===== config.mk =====
export PLATFORM = sky130hd
export DESIGN_NAME = led_strip_pattern_frame_engine_core
export DESIGN_NICKNAME = d
export VERILOG_FILES = /design/src/rtl/lspfe_pkg.sv /design/src/rtl/lspfe_fbuf.sv /design/src/rtl/lspfe_mod.sv /design/src/rtl/led_strip_pattern_frame_engine_core.sv
export SDC_FILE = /design/constraint.sdc
export NUM_CORES = 2
export LEC_CHECK = 0
export BUFFER_PORTS_ARGS = -buffer_cell sky130_fd_sc_hd__buf_2
export CORE_MARGIN = 2
export CORE_UTILIZATION = 50
export DETAILED_ROUTE_END_ITERATION = 6
export PLACE_DENSITY = 0.66
export SYNTH_ARGS = -nofsm -noshare
export SYNTH_HDL_FRONTEND = slang
export SYNTH_SLANG_ARGS = --single-unit

===== constraint.sdc =====
create_clock -name clk_i -period 16.6 [get_ports clk_i]
set_clock_uncertainty 0.05 [all_clocks]
set_input_delay 2.49 -clock clk_i [delete_from_list [all_inputs] [get_ports clk_i]]
set_output_delay 2.49 -clock clk_i [all_outputs]
set_load 0.02 [all_outputs]

===== src/rtl/lspfe_pkg.sv =====
// Package for the LED strip pattern frame engine: types, codes, tables and helpers.
`default_nettype none
package lspfe_pkg;

  localparam int unsigned MaxLedsDef = 64;
  localparam int unsigned LenW       = 7;   // strip_length width, also holds the count
  localparam int unsigned NumW       = 6;   // led_number / pixel_index width
  localparam int unsigned ColorW     = 24;
  localparam int unsigned CfgW       = 32;
  localparam int unsigned CfgIdxW    = 2;
  localparam int unsigned TimeW      = 64;
  localparam int unsigned StepW      = 32;
  localparam int unsigned PatW       = 4;

  localparam logic [31:0] LfsrTaps = 32'h8020_0003;

  // register indexes
  localparam logic [CfgIdxW-1:0] REG_LEN  = 2'd0;
  localparam logic [CfgIdxW-1:0] REG_PAT  = 2'd1;
  localparam logic [CfgIdxW-1:0] REG_INTV = 2'd2;

  // pattern codes
  localparam logic [PatW-1:0] PAT_RED     = 4'd0;
  localparam logic [PatW-1:0] PAT_GREEN   = 4'd1;
  localparam logic [PatW-1:0] PAT_BLUE    = 4'd2;
  localparam logic [PatW-1:0] PAT_CHASE   = 4'd3;
  localparam logic [PatW-1:0] PAT_SPARKLE = 4'd4;
  localparam logic [PatW-1:0] PAT_RANDOM  = 4'd5;
  localparam logic [PatW-1:0] PAT_ALT     = 4'd6;
  localparam logic [PatW-1:0] PAT_PULSE   = 4'd7;
  localparam logic [PatW-1:0] PAT_WIPE    = 4'd8;
  localparam logic [PatW-1:0] PAT_RAINBOW = 4'd9;

  typedef enum logic [1:0] {
    OP_TICK  = 2'd0,
    OP_WRITE = 2'd1,
    OP_SHOW  = 2'd2,
    OP_NONE  = 2'd3
  } opcode_e;

  typedef enum logic [1:0] {
    ST_IDLE,
    ST_MOD,
    ST_RENDER,
    ST_EMIT
  } state_e;

  typedef struct packed {
    logic        start;
    logic [31:0] dividend;
    logic [6:0]  divisor;
  } mod_req_t;

  typedef struct packed {
    logic       done;
    logic [6:0] rem;
  } mod_rsp_t;

  function automatic logic [31:0] lfsr_next(input logic [31:0] s);
    logic [31:0] r;
    r = s >> 1;
    if (s[0]) r = r ^ LfsrTaps;
    return r;
  endfunction

  // 64 == 1 mod 9: summing 6-bit digits keeps the residue, result 0..66
  function automatic logic [6:0] step_fold9(input logic [31:0] s);
    logic [8:0] s9;
    logic [6:0] f;
    s9 = 9'(s[5:0]) + 9'(s[11:6]) + 9'(s[17:12]) + 9'(s[23:18]) +
         9'(s[29:24]) + 9'(s[31:30]);
    f  = 7'(s9[8:6]) + 7'(s9[5:0]);
    return f;
  endfunction

  // residue mod 9 of a folded value 0..67
  function automatic logic [3:0] fold9_mod(input logic [6:0] x);
    logic [6:0] v;
    v = x;
    if (v >= 7'd36) v = v - 7'd36;
    if (v >= 7'd18) v = v - 7'd18;
    if (v >= 7'd9)  v = v - 7'd9;
    return v[3:0];
  endfunction

  function automatic logic [7:0] pulse_level(input logic [2:0] k);
    logic [7:0] v;
    case (k)
      3'd0: v = 8'd20;
      3'd1: v = 8'd60;
      3'd2: v = 8'd100;
      3'd3: v = 8'd140;
      3'd4: v = 8'd180;
      3'd5: v = 8'd220;
      3'd6: v = 8'd180;
      default: v = 8'd140;
    endcase
    return v;
  endfunction

  function automatic logic [ColorW-1:0] rainbow_color(input logic [3:0] k);
    logic [ColorW-1:0] c;
    case (k)
      4'd0: c = 24'h00ff00;
      4'd1: c = 24'h40ff00;
      4'd2: c = 24'h80ff00;
      4'd3: c = 24'hff0000;
      4'd4: c = 24'hff0080;
      4'd5: c = 24'h8000ff;
      4'd6: c = 24'h0000ff;
      4'd7: c = 24'h0080ff;
      default: c = 24'h00ff80;
    endcase
    return c;
  endfunction

endpackage
`default_nettype wire


===== src/rtl/lspfe_fbuf.sv =====
// Frame buffer: one write port, one registered read port, per-entry valid bits.
`default_nettype none
module lspfe_fbuf #(
  parameter int unsigned Depth = lspfe_pkg::MaxLedsDef,
  parameter int unsigned AW    = (Depth > 1) ? $clog2(Depth) : 1
) (
  input  wire logic                        clk_i,
  input  wire logic                        rst_ni,
  input  wire logic                        we_i,
  input  wire logic [AW-1:0]               waddr_i,
  input  wire logic [lspfe_pkg::ColorW-1:0] wdata_i,
  input  wire logic                        re_i,
  input  wire logic [AW-1:0]               raddr_i,
  output logic      [lspfe_pkg::ColorW-1:0] rdata_o
);
  import lspfe_pkg::*;

  logic [ColorW-1:0] mem [Depth];
  logic [Depth-1:0]  vld_q;
  logic [ColorW-1:0] rd_q;
  logic              rvld_q;

  always_ff @(posedge clk_i) begin
    if (we_i) mem[waddr_i] <= wdata_i;
    if (re_i) rd_q <= mem[raddr_i];
  end

  always_ff @(posedge clk_i or negedge rst_ni) begin
    if (!rst_ni) begin
      vld_q  <= '0;
      rvld_q <= 1'b0;
    end else begin
      if (we_i) vld_q[waddr_i] <= 1'b1;
      if (re_i) rvld_q <= vld_q[raddr_i];
    end
  end

  // never-written entries read as black
  assign rdata_o = rvld_q ? rd_q : '0;

endmodule
`default_nettype wire


===== src/rtl/lspfe_mod.sv =====
// Iterative 32-bit by 7-bit remainder unit, one quotient bit per cycle.
`default_nettype none
module lspfe_mod (
  input  wire logic                clk_i,
  input  wire logic                rst_ni,
  input  wire lspfe_pkg::mod_req_t req_i,
  output lspfe_pkg::mod_rsp_t      rsp_o
);
  import lspfe_pkg::*;

  logic [31:0] dvd_q;
  logic [6:0]  div_q, rem_q;
  logic [5:0]  cnt_q;
  logic        run_q, done_q;
  logic [7:0]  sh;

  assign sh = {rem_q, dvd_q[31]};

  always_ff @(posedge clk_i) begin
    if (req_i.start) begin
      dvd_q <= req_i.dividend;
      div_q <= req_i.divisor;
      rem_q <= '0;
    end else if (run_q) begin
      dvd_q <= dvd_q << 1;
      if (sh >= {1'b0, div_q}) rem_q <= 7'(sh - {1'b0, div_q});
      else                     rem_q <= sh[6:0];
    end
  end

  always_ff @(posedge clk_i or negedge rst_ni) begin
    if (!rst_ni) begin
      cnt_q  <= '0;
      run_q  <= 1'b0;
      done_q <= 1'b0;
    end else begin
      done_q <= 1'b0;
      if (req_i.start) begin
        cnt_q <= 6'd32;
        run_q <= 1'b1;
      end else if (run_q) begin
        cnt_q <= cnt_q - 6'd1;
        if (cnt_q == 6'd1) begin
          run_q  <= 1'b0;
          done_q <= 1'b1;
        end
      end
    end
  end

  assign rsp_o.done = done_q;
  assign rsp_o.rem  = rem_q;

endmodule
`default_nettype wire


===== src/rtl/led_strip_pattern_frame_engine_core.sv =====
// Top level of the LED strip pattern frame engine.
`default_nettype none
// One request at a time: start is taken when busy is low. A pixel write
// finishes in its accept cycle and gives no result. A show streams the
// buffer, one pixel per cycle, each result registered from the buffer read.
// A firing tick renders one pixel per cycle into the frame buffer, then
// streams it as for a show. Chase, sparkle and wipe first run the shared
// remainder unit; rainbow first reduces the step mod 9 in the remainder
// state. An unknown pattern streams at once like a show. Results appear
// for exactly one cycle each with result_strobe_o high; the receiver
// cannot stall them. A tick that does not fire, or opcode 3, leaves the
// block idle and gives no result. No clearing pass after reset.
module led_strip_pattern_frame_engine_core #(
  parameter int unsigned MAX_LEDS = lspfe_pkg::MaxLedsDef
) (
  input  wire logic                          clk_i,
  input  wire logic                          rst_ni,
  // configuration
  input  wire logic                          cfg_we_i,
  input  wire logic [lspfe_pkg::CfgIdxW-1:0] cfg_idx_i,
  input  wire logic [lspfe_pkg::CfgW-1:0]    cfg_data_i,
  // request
  input  wire logic                          start_i,
  output logic                               busy_o,
  input  wire logic [1:0]                    opcode_i,
  input  wire logic [lspfe_pkg::TimeW-1:0]   time_now_i,
  input  wire logic [lspfe_pkg::NumW-1:0]    pixel_index_i,
  input  wire logic [7:0]                    red_level_i,
  input  wire logic [7:0]                    green_level_i,
  input  wire logic [7:0]                    blue_level_i,
  // results
  output logic                               result_strobe_o,
  output logic [lspfe_pkg::NumW-1:0]         led_number_o,
  output logic [lspfe_pkg::ColorW-1:0]       color_word_o,
  output logic                               frame_end_o
);
  import lspfe_pkg::*;

  localparam int unsigned AW = (MAX_LEDS > 1) ? $clog2(MAX_LEDS) : 1;
  localparam logic [LenW-1:0] MaxLen = LenW'(MAX_LEDS);

  // configuration registers
  logic [LenW-1:0]  len_q;
  logic [PatW-1:0]  pat_q;
  logic [31:0]      intv_q;

  // block state
  logic [StepW-1:0] step_q;
  logic [TimeW-1:0] last_q;
  logic [31:0]      seed_q;

  state_e           state_q, state_d;
  logic [LenW-1:0]  idx_q;       // render / emit position
  logic [6:0]       hit_q;       // remainder result
  logic [3:0]       phase_q;     // rainbow phase
  logic [31:0]      sum_q;       // step + 3*i, wrapped
  logic [6:0]       fold_q;      // step folded mod 9, 0..66
  logic             out_vld_q, out_last_q;
  logic [NumW-1:0]  out_num_q;

  logic [LenW-1:0]  n;
  logic             accept, fire, is_tick, uses_mod, known_pat, last_idx;
  logic [TimeW-1:0] elapsed;
  logic [31:0]      draw1, rs1, rs2, rs3;

  mod_req_t mod_req;
  mod_rsp_t mod_rsp;

  logic              mem_we, mem_re;
  logic [AW-1:0]     mem_waddr;
  logic [ColorW-1:0] mem_wdata, render_px, mem_rdata;

  // effective length: 0 acts as 1, above MAX_LEDS clamps
  always_comb begin
    if (len_q == '0)         n = LenW'(1);
    else if (len_q > MaxLen) n = MaxLen;
    else                     n = len_q;
  end

  assign accept    = start_i && (state_q == ST_IDLE);
  assign is_tick   = (opcode_i == OP_TICK);
  assign elapsed   = time_now_i - last_q;
  assign fire      = is_tick && (intv_q != '0) && !(elapsed < {32'b0, intv_q});
  assign uses_mod  = (pat_q == PAT_CHASE) || (pat_q == PAT_SPARKLE) ||
                     (pat_q == PAT_WIPE);
  assign known_pat = (pat_q <= PAT_RAINBOW);
  assign last_idx  = (idx_q == n - LenW'(1));
  assign draw1     = lfsr_next(seed_q);
  assign rs1       = lfsr_next(seed_q);
  assign rs2       = lfsr_next(rs1);
  assign rs3       = lfsr_next(rs2);

  // next state
  always_comb begin
    state_d = state_q;
    case (state_q)
      ST_IDLE: begin
        if (accept) begin
          if (opcode_i == OP_SHOW) begin
            state_d = ST_EMIT;
          end else if (fire) begin
            if (!known_pat)                            state_d = ST_EMIT;
            else if (uses_mod || pat_q == PAT_RAINBOW) state_d = ST_MOD;
            else                                       state_d = ST_RENDER;
          end
        end
      end
      ST_MOD:    if (mod_rsp.done || (pat_q == PAT_RAINBOW)) state_d = ST_RENDER;
      ST_RENDER: if (last_idx) state_d = ST_EMIT;
      ST_EMIT:   if (last_idx) state_d = ST_IDLE;
      default:   state_d = ST_IDLE;
    endcase
  end

  // pixel value for the current render position
  always_comb begin
    render_px = '0;
    case (pat_q)
      PAT_RED:     render_px = 24'h00ff00;
      PAT_GREEN:   render_px = 24'hff0000;
      PAT_BLUE:    render_px = 24'h0000ff;
      PAT_CHASE:   render_px = (idx_q == hit_q) ? 24'h80ff00 : 24'h101010;
      PAT_SPARKLE: render_px = (idx_q == hit_q) ? 24'hffffff : 24'h000000;
      PAT_RANDOM:  render_px = {rs2[7:0], rs1[7:0], rs3[7:0]};
      PAT_ALT:     render_px = idx_q[0] ? 24'hff00ff : 24'h00ffff;
      PAT_PULSE:   render_px = {8'h10, pulse_level(step_q[2:0]),
                                pulse_level(step_q[2:0])};
      PAT_WIPE:    render_px = (idx_q < hit_q) ? 24'h8000ff : 24'h000000;
      PAT_RAINBOW: render_px = rainbow_color(phase_q);
      default:     render_px = '0;
    endcase
  end

  // outputs of the sequencer
  always_comb begin
    busy_o           = (state_q != ST_IDLE);
    mem_we           = 1'b0;
    mem_waddr        = idx_q[AW-1:0];
    mem_wdata        = render_px;
    mem_re           = 1'b0;
    mod_req.start    = 1'b0;
    mod_req.dividend = step_q;
    mod_req.divisor  = n;
    case (pat_q)
      PAT_SPARKLE: mod_req.dividend = draw1;
      PAT_WIPE:    mod_req.divisor  = n + LenW'(1);
      default:     ;
    endcase
    case (state_q)
      ST_IDLE: begin
        if (accept && (opcode_i == OP_WRITE) && ({1'b0, pixel_index_i} < n)) begin
          mem_we    = 1'b1;
          mem_waddr = pixel_index_i[AW-1:0];
          mem_wdata = {green_level_i, red_level_i, blue_level_i};
        end
        mod_req.start = accept && fire && known_pat && uses_mod;
      end
      ST_RENDER: mem_we = 1'b1;
      ST_EMIT:   mem_re = 1'b1;
      default:   ;
    endcase
  end

  // rainbow phase advance: +3 mod 9, and -2^32 (== -4 mod 9) on wrap
  logic [32:0] sum_nx;
  logic [3:0]  ph3, ph_nx;
  always_comb begin
    sum_nx = {1'b0, sum_q} + 33'd3;
    ph3    = (phase_q + 4'd3 >= 4'd9) ? phase_q + 4'd3 - 4'd9 : phase_q + 4'd3;
    ph_nx  = ph3;
    if (sum_nx[32]) ph_nx = (ph3 + 4'd5 >= 4'd9) ? ph3 + 4'd5 - 4'd9 : ph3 + 4'd5;
  end

  always_ff @(posedge clk_i or negedge rst_ni) begin
    if (!rst_ni) begin
      state_q    <= ST_IDLE;
      len_q      <= LenW'(8);
      pat_q      <= PAT_GREEN;
      intv_q     <= '0;
      step_q     <= '0;
      last_q     <= '0;
      seed_q     <= 32'd1;
      idx_q      <= '0;
      out_vld_q  <= 1'b0;
      out_last_q <= 1'b0;
    end else begin
      state_q   <= state_d;
      out_vld_q <= 1'b0;
      if (cfg_we_i) begin
        case (cfg_idx_i)
          REG_LEN:  len_q <= cfg_data_i[LenW-1:0];
          REG_PAT: begin
            pat_q  <= cfg_data_i[PatW-1:0];
            step_q <= '0;
            last_q <= '0;
          end
          REG_INTV: intv_q <= cfg_data_i;
          default:  ;
        endcase
      end
      case (state_q)
        ST_IDLE: begin
          idx_q <= '0;
          if (accept && fire) begin
            last_q <= time_now_i;
            if (pat_q == PAT_SPARKLE) seed_q <= draw1;
            if (!known_pat) step_q <= step_q + 32'd1;
          end
        end
        ST_RENDER: begin
          if (pat_q == PAT_RANDOM) seed_q <= rs3;
          if (last_idx) begin
            idx_q  <= '0;
            step_q <= step_q + 32'd1;
          end else begin
            idx_q <= idx_q + LenW'(1);
          end
        end
        ST_EMIT: begin
          out_vld_q  <= 1'b1;
          out_last_q <= last_idx;
          idx_q      <= idx_q + LenW'(1);
        end
        default: ;
      endcase
    end
  end

  // payload registers
  always_ff @(posedge clk_i) begin
    fold_q <= step_fold9(step_q);
    if (state_q == ST_EMIT) out_num_q <= idx_q[NumW-1:0];
    if (mod_rsp.done) begin
      hit_q   <= mod_rsp.rem;
      phase_q <= mod_rsp.rem[3:0];
      sum_q   <= step_q;
    end else if ((state_q == ST_MOD) && (pat_q == PAT_RAINBOW)) begin
      phase_q <= fold9_mod(fold_q);
      sum_q   <= step_q;
    end else if (state_q == ST_RENDER) begin
      phase_q <= ph_nx;
      sum_q   <= sum_nx[31:0];
    end
  end

  lspfe_mod u_mod (
    .clk_i  (clk_i),
    .rst_ni (rst_ni),
    .req_i  (mod_req),
    .rsp_o  (mod_rsp)
  );

  lspfe_fbuf #(
    .Depth (MAX_LEDS),
    .AW    (AW)
  ) u_fbuf (
    .clk_i   (clk_i),
    .rst_ni  (rst_ni),
    .we_i    (mem_we),
    .waddr_i (mem_waddr),
    .wdata_i (mem_wdata),
    .re_i    (mem_re),
    .raddr_i (idx_q[AW-1:0]),
    .rdata_o (mem_rdata)
  );

  assign result_strobe_o = out_vld_q;
  assign led_number_o    = out_num_q;
  assign color_word_o    = mem_rdata;
  assign frame_end_o     = out_vld_q && out_last_q;

`ifndef SYNTHESIS
  a_strobe_from_emit : assert property (@(posedge clk_i) disable iff (!rst_ni)
    out_vld_q |-> $past(state_q == ST_EMIT)) else $error("strobe outside emit");
  a_render_in_range : assert property (@(posedge clk_i) disable iff (!rst_ni)
    (state_q == ST_RENDER || state_q == ST_EMIT) |-> idx_q < n)
    else $error("position beyond strip");
  a_frame_end_last : assert property (@(posedge clk_i) disable iff (!rst_ni)
    frame_end_o |-> ({1'b0, led_number_o} == n - LenW'(1)))
    else $error("frame end not on last pixel");
  a_mod_only_waiting : assert property (@(posedge clk_i) disable iff (!rst_ni)
    mod_rsp.done |-> state_q == ST_MOD) else $error("remainder without waiter");
`endif

endmodule
`default_nettype wire


* After elaboration in Yosys (flattened, before gate mapping)
Memory sizes are Yosys's and may differ from the RTL's. A register that Yosys moved wholly into a read port is not among the register bits.
Cells that the tools add are included.
** Cells by class
- Reduce and logical (&&, ||, !) cells :: 34
- Muxes and demuxes :: 82
- Magnitude comparators :: 14
- Bitwise gates (word level) :: 4
- Eq/ne operators :: 32
- Add/sub/neg operators :: 21
** Operator list (count)
- $mux 32 :: 17
- $mux 64 :: 4
- $pmux 24 s10 :: 1
- $mux 24 :: 8
- $pmux 32 s2 :: 2
- $mux 7 :: 11
- $lt 64x32->1 :: 1
- $or 64x64->64 :: 1
- $sub 64x64->64 :: 1
- $pmux 8 s5 :: 1
- $add 32x2->33 const B :: 1
- $add 32x1->32 const B :: 1
- $reduce_bool 32->1 :: 1
- $mux 4 :: 7
- $mux 6 :: 4
- $pmux 7 s3 :: 1
- $eq 4x3->1 const B :: 4
- $mux 2 :: 8
- $add 7x1->7 const B :: 2
- $eq 7x7->1 :: 2
- $lt 6x7->1 const B :: 2
- $mux 1 :: 13
- $not 3->4 :: 3
- $sub 4x4->4 const B :: 3
- 53 further kinds :: 88
** Word-level totals
- RAM bits :: 1536
- Bits of input ports :: 134
- Memories kept :: 2
- Flip-flop bits (word level) :: 357
- Memory bits (read-only) :: 192
** Memories
- u_fbuf.mem :: depth 64, width 24, rd ports 1, clocked after Yosys merged registers in 1, write ports 1, RTL line lspfe_fbuf.sv:18 : logic [ColorW-1:0] mem [Depth];
- (no name shown) :: depth 8, width 24, rd ports 1, clocked after Yosys merged registers in 1, write ports 0, RTL line lspfe_pkg.sv:103 : case (k)

* Depth between registers and ports, before layout
- Depth in word-level cells :: 13
- Gate-level depth with buffers :: 27
- Gate-level depth less buffers :: 25

* Modules after synthesis
From an unflattened synthesis, not the netlist that was laid out.
** Unflattened totals
- Cell total of the unflattened synthesis :: 5263
- Area, all modules :: 85052.8 µm²
** Modules (own cells, without submodules)
- lspfe_fbuf :: area each 61821.8 µm², cells an instance 2552, seq. area each 48471.5 µm², times used 1
- led_strip_pattern_frame_engine_core :: area each 20542.2 µm², cells an instance 2499, seq. area each 6309.8 µm², times used 1
- lspfe_mod :: area each 2688.8 µm², cells an instance 212, seq. area each 1511.4 µm², times used 1

* Worst setup path before layout
Ideal clock, no wire load.
- Kind :: input to register
- Start point :: in time_now_i[0] (netlist name)
- End point :: reg u_mod.dvd_q[0], enable pin
- Data arrival time :: 7251 ps
- Setup slack :: 8891 ps
- Cell stages on the path :: 26
- Buffers on the path :: 2
- Cell sequence :: inv_1 -> ha_1 -> inv_1 -> fa_1 -> a21o_1 -> a311o_1 -> o2111ai_1 -> and4_1 -> a21oi_1 -> xor2_1 -> ha_1 -> a21o_1 -> a211o_1 -> o221ai_1 -> o221ai_1 -> a21oi_1 -> and4_1 -> nand4_1 -> nor4_1 -> nand4_1 -> nor2_4 -> a21o_2 -> nor2_1 -> buf_6 -> buf_6 -> or2_1
** On the way
- Longest elaborated chain between the ends :: 9
** Ends and longest elaborated chain
- start: declaration :: RTL line led_strip_pattern_frame_engine_core.sv:26 : input wire logic [lspfe_pkg::TimeW-1:0] time_now_i,
- $sub 64x64->64 :: RTL line led_strip_pattern_frame_engine_core.sv:82 : assign elapsed = time_now_i - last_q;
- $lt 64x32->1 :: RTL line led_strip_pattern_frame_engine_core.sv:83 : assign fire = is_tick && (intv_q != '0) && !(elapsed < {32'b0, intv_q});
- $logic_not 1->1 :: RTL line led_strip_pattern_frame_engine_core.sv:83
- $logic_and 1x1->1 :: RTL line led_strip_pattern_frame_engine_core.sv:83
- $logic_and 1x1->1 (3 in series) :: RTL line led_strip_pattern_frame_engine_core.sv:156 : mod_req.start = accept && fire && known_pat && uses_mod;
- $mux 1 :: RTL line led_strip_pattern_frame_engine_core.sv:149 : case (state_q)
- $reduce_bool 2->1 (no source line)
- end signal: assignment :: RTL line lspfe_mod.sv:21 : dvd_q <= req_i.dividend;
- end signal: assignment :: RTL line lspfe_mod.sv:25 : dvd_q <= dvd_q << 1;
- end: declaration :: RTL line lspfe_mod.sv:11 : logic [31:0] dvd_q;
No other way between the ends.
A chain may end at the register's enable or synchronous reset.

* Worst setup path after layout
- Start point :: in time_now_i[8] (netlist name)
- End point :: reg step_q[6]
** On the way
- Longest elaborated chain between the ends :: 7
** Ends and longest elaborated chain
- $sub 64x64->64 :: RTL line led_strip_pattern_frame_engine_core.sv:82
- $lt 64x32->1 :: RTL line led_strip_pattern_frame_engine_core.sv:83
- $logic_not 1->1 :: RTL line led_strip_pattern_frame_engine_core.sv:83
- $logic_and 1x1->1 :: RTL line led_strip_pattern_frame_engine_core.sv:83
- $logic_and 1x1->1 :: RTL line led_strip_pattern_frame_engine_core.sv:204 : if (accept && fire) begin
- $mux 32 :: RTL line led_strip_pattern_frame_engine_core.sv:204
- $pmux 32 s2 :: RTL line led_strip_pattern_frame_engine_core.sv:201 : case (state_q)
- end signal: assignment :: RTL line led_strip_pattern_frame_engine_core.sv:207 : if (!known_pat) step_q <= step_q + 32'd1;
- end signal: assignment :: RTL line led_strip_pattern_frame_engine_core.sv:214 : step_q <= step_q + 32'd1;
- end: declaration :: RTL line led_strip_pattern_frame_engine_core.sv:48 : logic [StepW-1:0] step_q;
No other way between the ends.

==> summary.md <==
| Metric | Value |
|---|---|
| CP Buf/Inv Count | `1` |
| Switching power share of the total | `32.2%` |
| Die area | `roughly 170000 um^2` |
| Post-synth EDFFs | `1648` |
| Critical path startpoint | `time_now_i[8]` |
| Vias in the first global route | `between 40000 and 50000` |
| Layout cells sized above 1 | `24.8%` |
| First-pass GRT wire length | `between 300000 and 400000 um` |
| RSZ-0062 raised after global routing | `false` |
| Synth top cells by count | `1648 x edfxtp_1, 525 x mux4_2, 285 x nand2_1` |
| Setup CP Type | `primary input to flop` |
| Sequential-to-total area share from yosys stat | `66.1%` |
| YS warnings | `0` |
| Sequential Power Share | `41.6%` |
| Final worst path period share | `46.8%` |
| Footprint of the multi-input gates | `roughly 28000 um^2` |
| Synth area leader | `edfxtp_1` |
| Critical path required time | `about 17 ns` |
| Worst-Skew Late Latency | `0.85 ns` |
| Max-Cap Viols | `0` |
| Reg-to-reg startpoint | `last_q[8]` |
| Logic pwr share | `between 30% and 40%` |
| Post-synth top area share | `about three fifths` |
| Placement Rows | `between 150 and 200` |
| Final Wtd Congestion | `0.920` |
| Drt wl/cell | `roughly 29 um` |
| Initial antenna violation count | `11` |
| Worst R2R Setup Slack | `roughly 10 ns` |
| Worst Path Max Fanout | `25` |
| Nature of the critical path endpoint | `flop` |
| Critical Path End | `step_q[6]` |
| Inst Count DP | `between 7000 and 8000` |
| Slew Limit Fails | `0` |
| Boundary pin count | `between 150 and 200` |
| Post-CTS sizing | `0` |
| Largest net degree at the start of global routing | `about 130` |
| R2R depth | `23` |
| Post-CTS setup buffers | `0` |
| Endpoints failing setup | `0` |
| Post-CTS Hold Fix Bufs | `0` |
| HP Class | `flop to flop` |
| CTS tree | `yes` |
| Slew HR | `between 10% and 20%` |
| Count leader, synth | `edfxtp_1` |
| Post-synth top flop | `edfxtp_1` |
| Post-Synthesis Cells | `5086` |
| Worst EP arrival | `between 8 and 9 ns` |
| Buffers on Ports | `166` |
| Clock share of power | `27.5%` |
| Routed Antenna Nets | `0` |
| Crit-path cells | `buf_2 > ha_1 > a2111oi_0 > o21ai_1 > o311a_1 > o211ai_1 > nor3b_1 > o21ai_0 > xor2_1 > ha_1 > nand3_1 > nor3_1 > a221oi_1 > o211ai_1 > nor4_1 > and4_1 > nand4_1 > nor4_1 > nand4_1 > nor2_4 > a21o_1 > mux2i_1 > a211o_1` |
| Cts bufs inserted | `between 150 and 200` |
| Drt pass-1 iters | `6` |
| Total number of vias | `approximately 47000` |
| Clock period minus worst slack | `7.77 ns` |
| Vias per inst | `a little over 6` |
| DP Worst Slack | `approximately 8 ns` |
| Pwr dens | `160 nW/um^2` |
| Layout Nets | `5558` |
| CP delay by family, top | `compound AO/OA/AOI/OAI gates` |
| Layout area overhead | `11.6%` |
| Crit-path max cell delay | `about 0.75 ns` |
| Syn avg cell area | `~17 um^2` |
| Synth area leaders | `edfxtp_1 58%, mux4_2 14%, dfrtp_1 7.4%` |
| Clock Sinks | `1924` |
| RR Endpoint | `step_q[6]` |
| Leak | `about 32 nW` |
| Syn nets | `around 5400` |
| DRC Markers | `0` |
| Starting density of the core | `50.3%` |
| Async SR Flop Fraction | `a little over an eighth` |
| Internal | `a little over 10 mW` |
| Seq. cell area | `between 50000 and 60000 um^2` |
| # fillers | `13000` |
| Std-Cell Core Area | `around 170000 um^2` |
| Critical Path Stages | `23` |
| VDD IR max | `around 0.12 mV` |
| H-tree lvl count | `4` |
| Overall Global Routing Usage | `about a quarter` |
| Reg clk slew, reported paths | `around 0.06 ns` |
| Die Wd | `417 um` |
| Outcome | `finished, final reports clean` |
| Post-synth cell types | `93` |
| CP Launch Type | `primary input` |
| Final hold vios | `0` |
| Worst Tran Pin Value | `about 1.2 ns` |
| Clk root buf | `clkbuf_16` |
| Fmax | `approximately 130 MHz` |
| 1st-iter DRT viols | `approximately 5300` |
| Finished Layout Cells | `around 7600` |
| Clock buffer depth | `3` |
| Final worst slack | `between 8 and 9 ns` |
| Post-synth design cell area | `around 85000 um^2` |
| FF+latch count, synth | `between 1500 and 2000` |
| Drt total wl | `218000 um` |
| Psw | `between 4 and 5 mW` |
| Dpl hpwl | `roughly 130000 um` |
| DIE HEIGHT | `around 420 um` |
| CP max-delay cell | `a21o_1` |
| Overflow after GRT | `0` |
| Setup TNS | `0 ns` |
-- metrics by stage --
stage                     total power [mW]  utilization [%]  cell area [um^2]  hold WS [ns]
after global routing                  15.8             56.1             95000         0.436
final                                 15.2             56.1             95000         0.420
after CTS                             15.3             56.1             95000         0.423
after global placement                11.1             52.6             89000         0.402
after detailed placement              11.1             52.6             89000         0.406
after floorplan                       9.52                -             85200         0.382
-- registers in the layout (all words and copies together) (netlist names), 7 cells and up, named ones only --
signal / count
sum_q: 32
u_fbuf.vld_q: 64
u_fbuf.mem: 1536
u_mod.div_q: 7
step_q: 32
seed_q: 32
fold_q: 7
len_q: 7
hit_q: 7
intv_q: 32
u_mod.rem_q: 7
last_q: 64
u_fbuf.rd_q: 24
idx_q: 7
u_mod.dvd_q: 32
-- worst min-delay path by stage --
stage	start	endpoint	slack, ns	depth (start not counted)
final	u_fbuf.vld_q[45]	u_fbuf.vld_q[45]	0.42	1
after global routing	u_fbuf.vld_q[30]	u_fbuf.vld_q[30]	0.44	1
after CTS	u_fbuf.vld_q[61]	u_fbuf.vld_q[61]	0.42	1
after detailed placement	u_fbuf.vld_q[46]	u_fbuf.vld_q[46]	0.41	1
after global placement	u_fbuf.vld_q[38]	u_fbuf.vld_q[38]	0.40	1
after floorplan	u_mod.rem_q[6]	hit_q[6]	0.38	0
-- layout by cell type, fill, tap and decap left out, types with 140 or more instances in the layout --
cell and n:
ha_1 145, o21ai_0 148, clkbuf_16 194, mux4_2 525, inv_1 177, buf_2 165
a21oi_1 167, mux2_2 140, dfrtp_1 246, nor2_1 205, edfxtp_1 1648, nand2_1 285
-- metal layers --
layer  up-vias  global-route usage (%)  part of all wire [%]
li1      20500                       -                     -
met4        10                    8.27                   3.4
met5         -                       0                 0.036
met3       346                    3.91                   6.8
met2      1733                    40.9                    49
met1     24700                    35.3                    41
-- power groups by stage --
stage               combinational, mW  sequential [mW]  clock [mW]
global route                     5.05             6.36        4.42
detailed placement               4.73             6.42           0
floorplan                        3.27             6.25           0
global placement                 4.67             6.40           0
CTS                              4.75             6.32        4.23
finish                           4.70             6.32        4.18
-- area by class of cell --
cell class	instances	area share, %
inverter	178	0.703
sequential	1924	59.3
clock buffer	245	5.36
antenna	4	0.0105
timing repair buffer	245	1.54
clock inverter	112	0.964
tap	2218	2.92
multi-input combinational	2713	29.2
-- logic make-up after synthesis --
group | share of synthesized area (%)
compound gates | 5.43
xor+xnor | 1.39
fa+ha+maj | 2.68
buf+inv | 2.10
flops | 66.1
mux | 16.9
simple gates | 5.45
(Power assumes the default switching activity.)
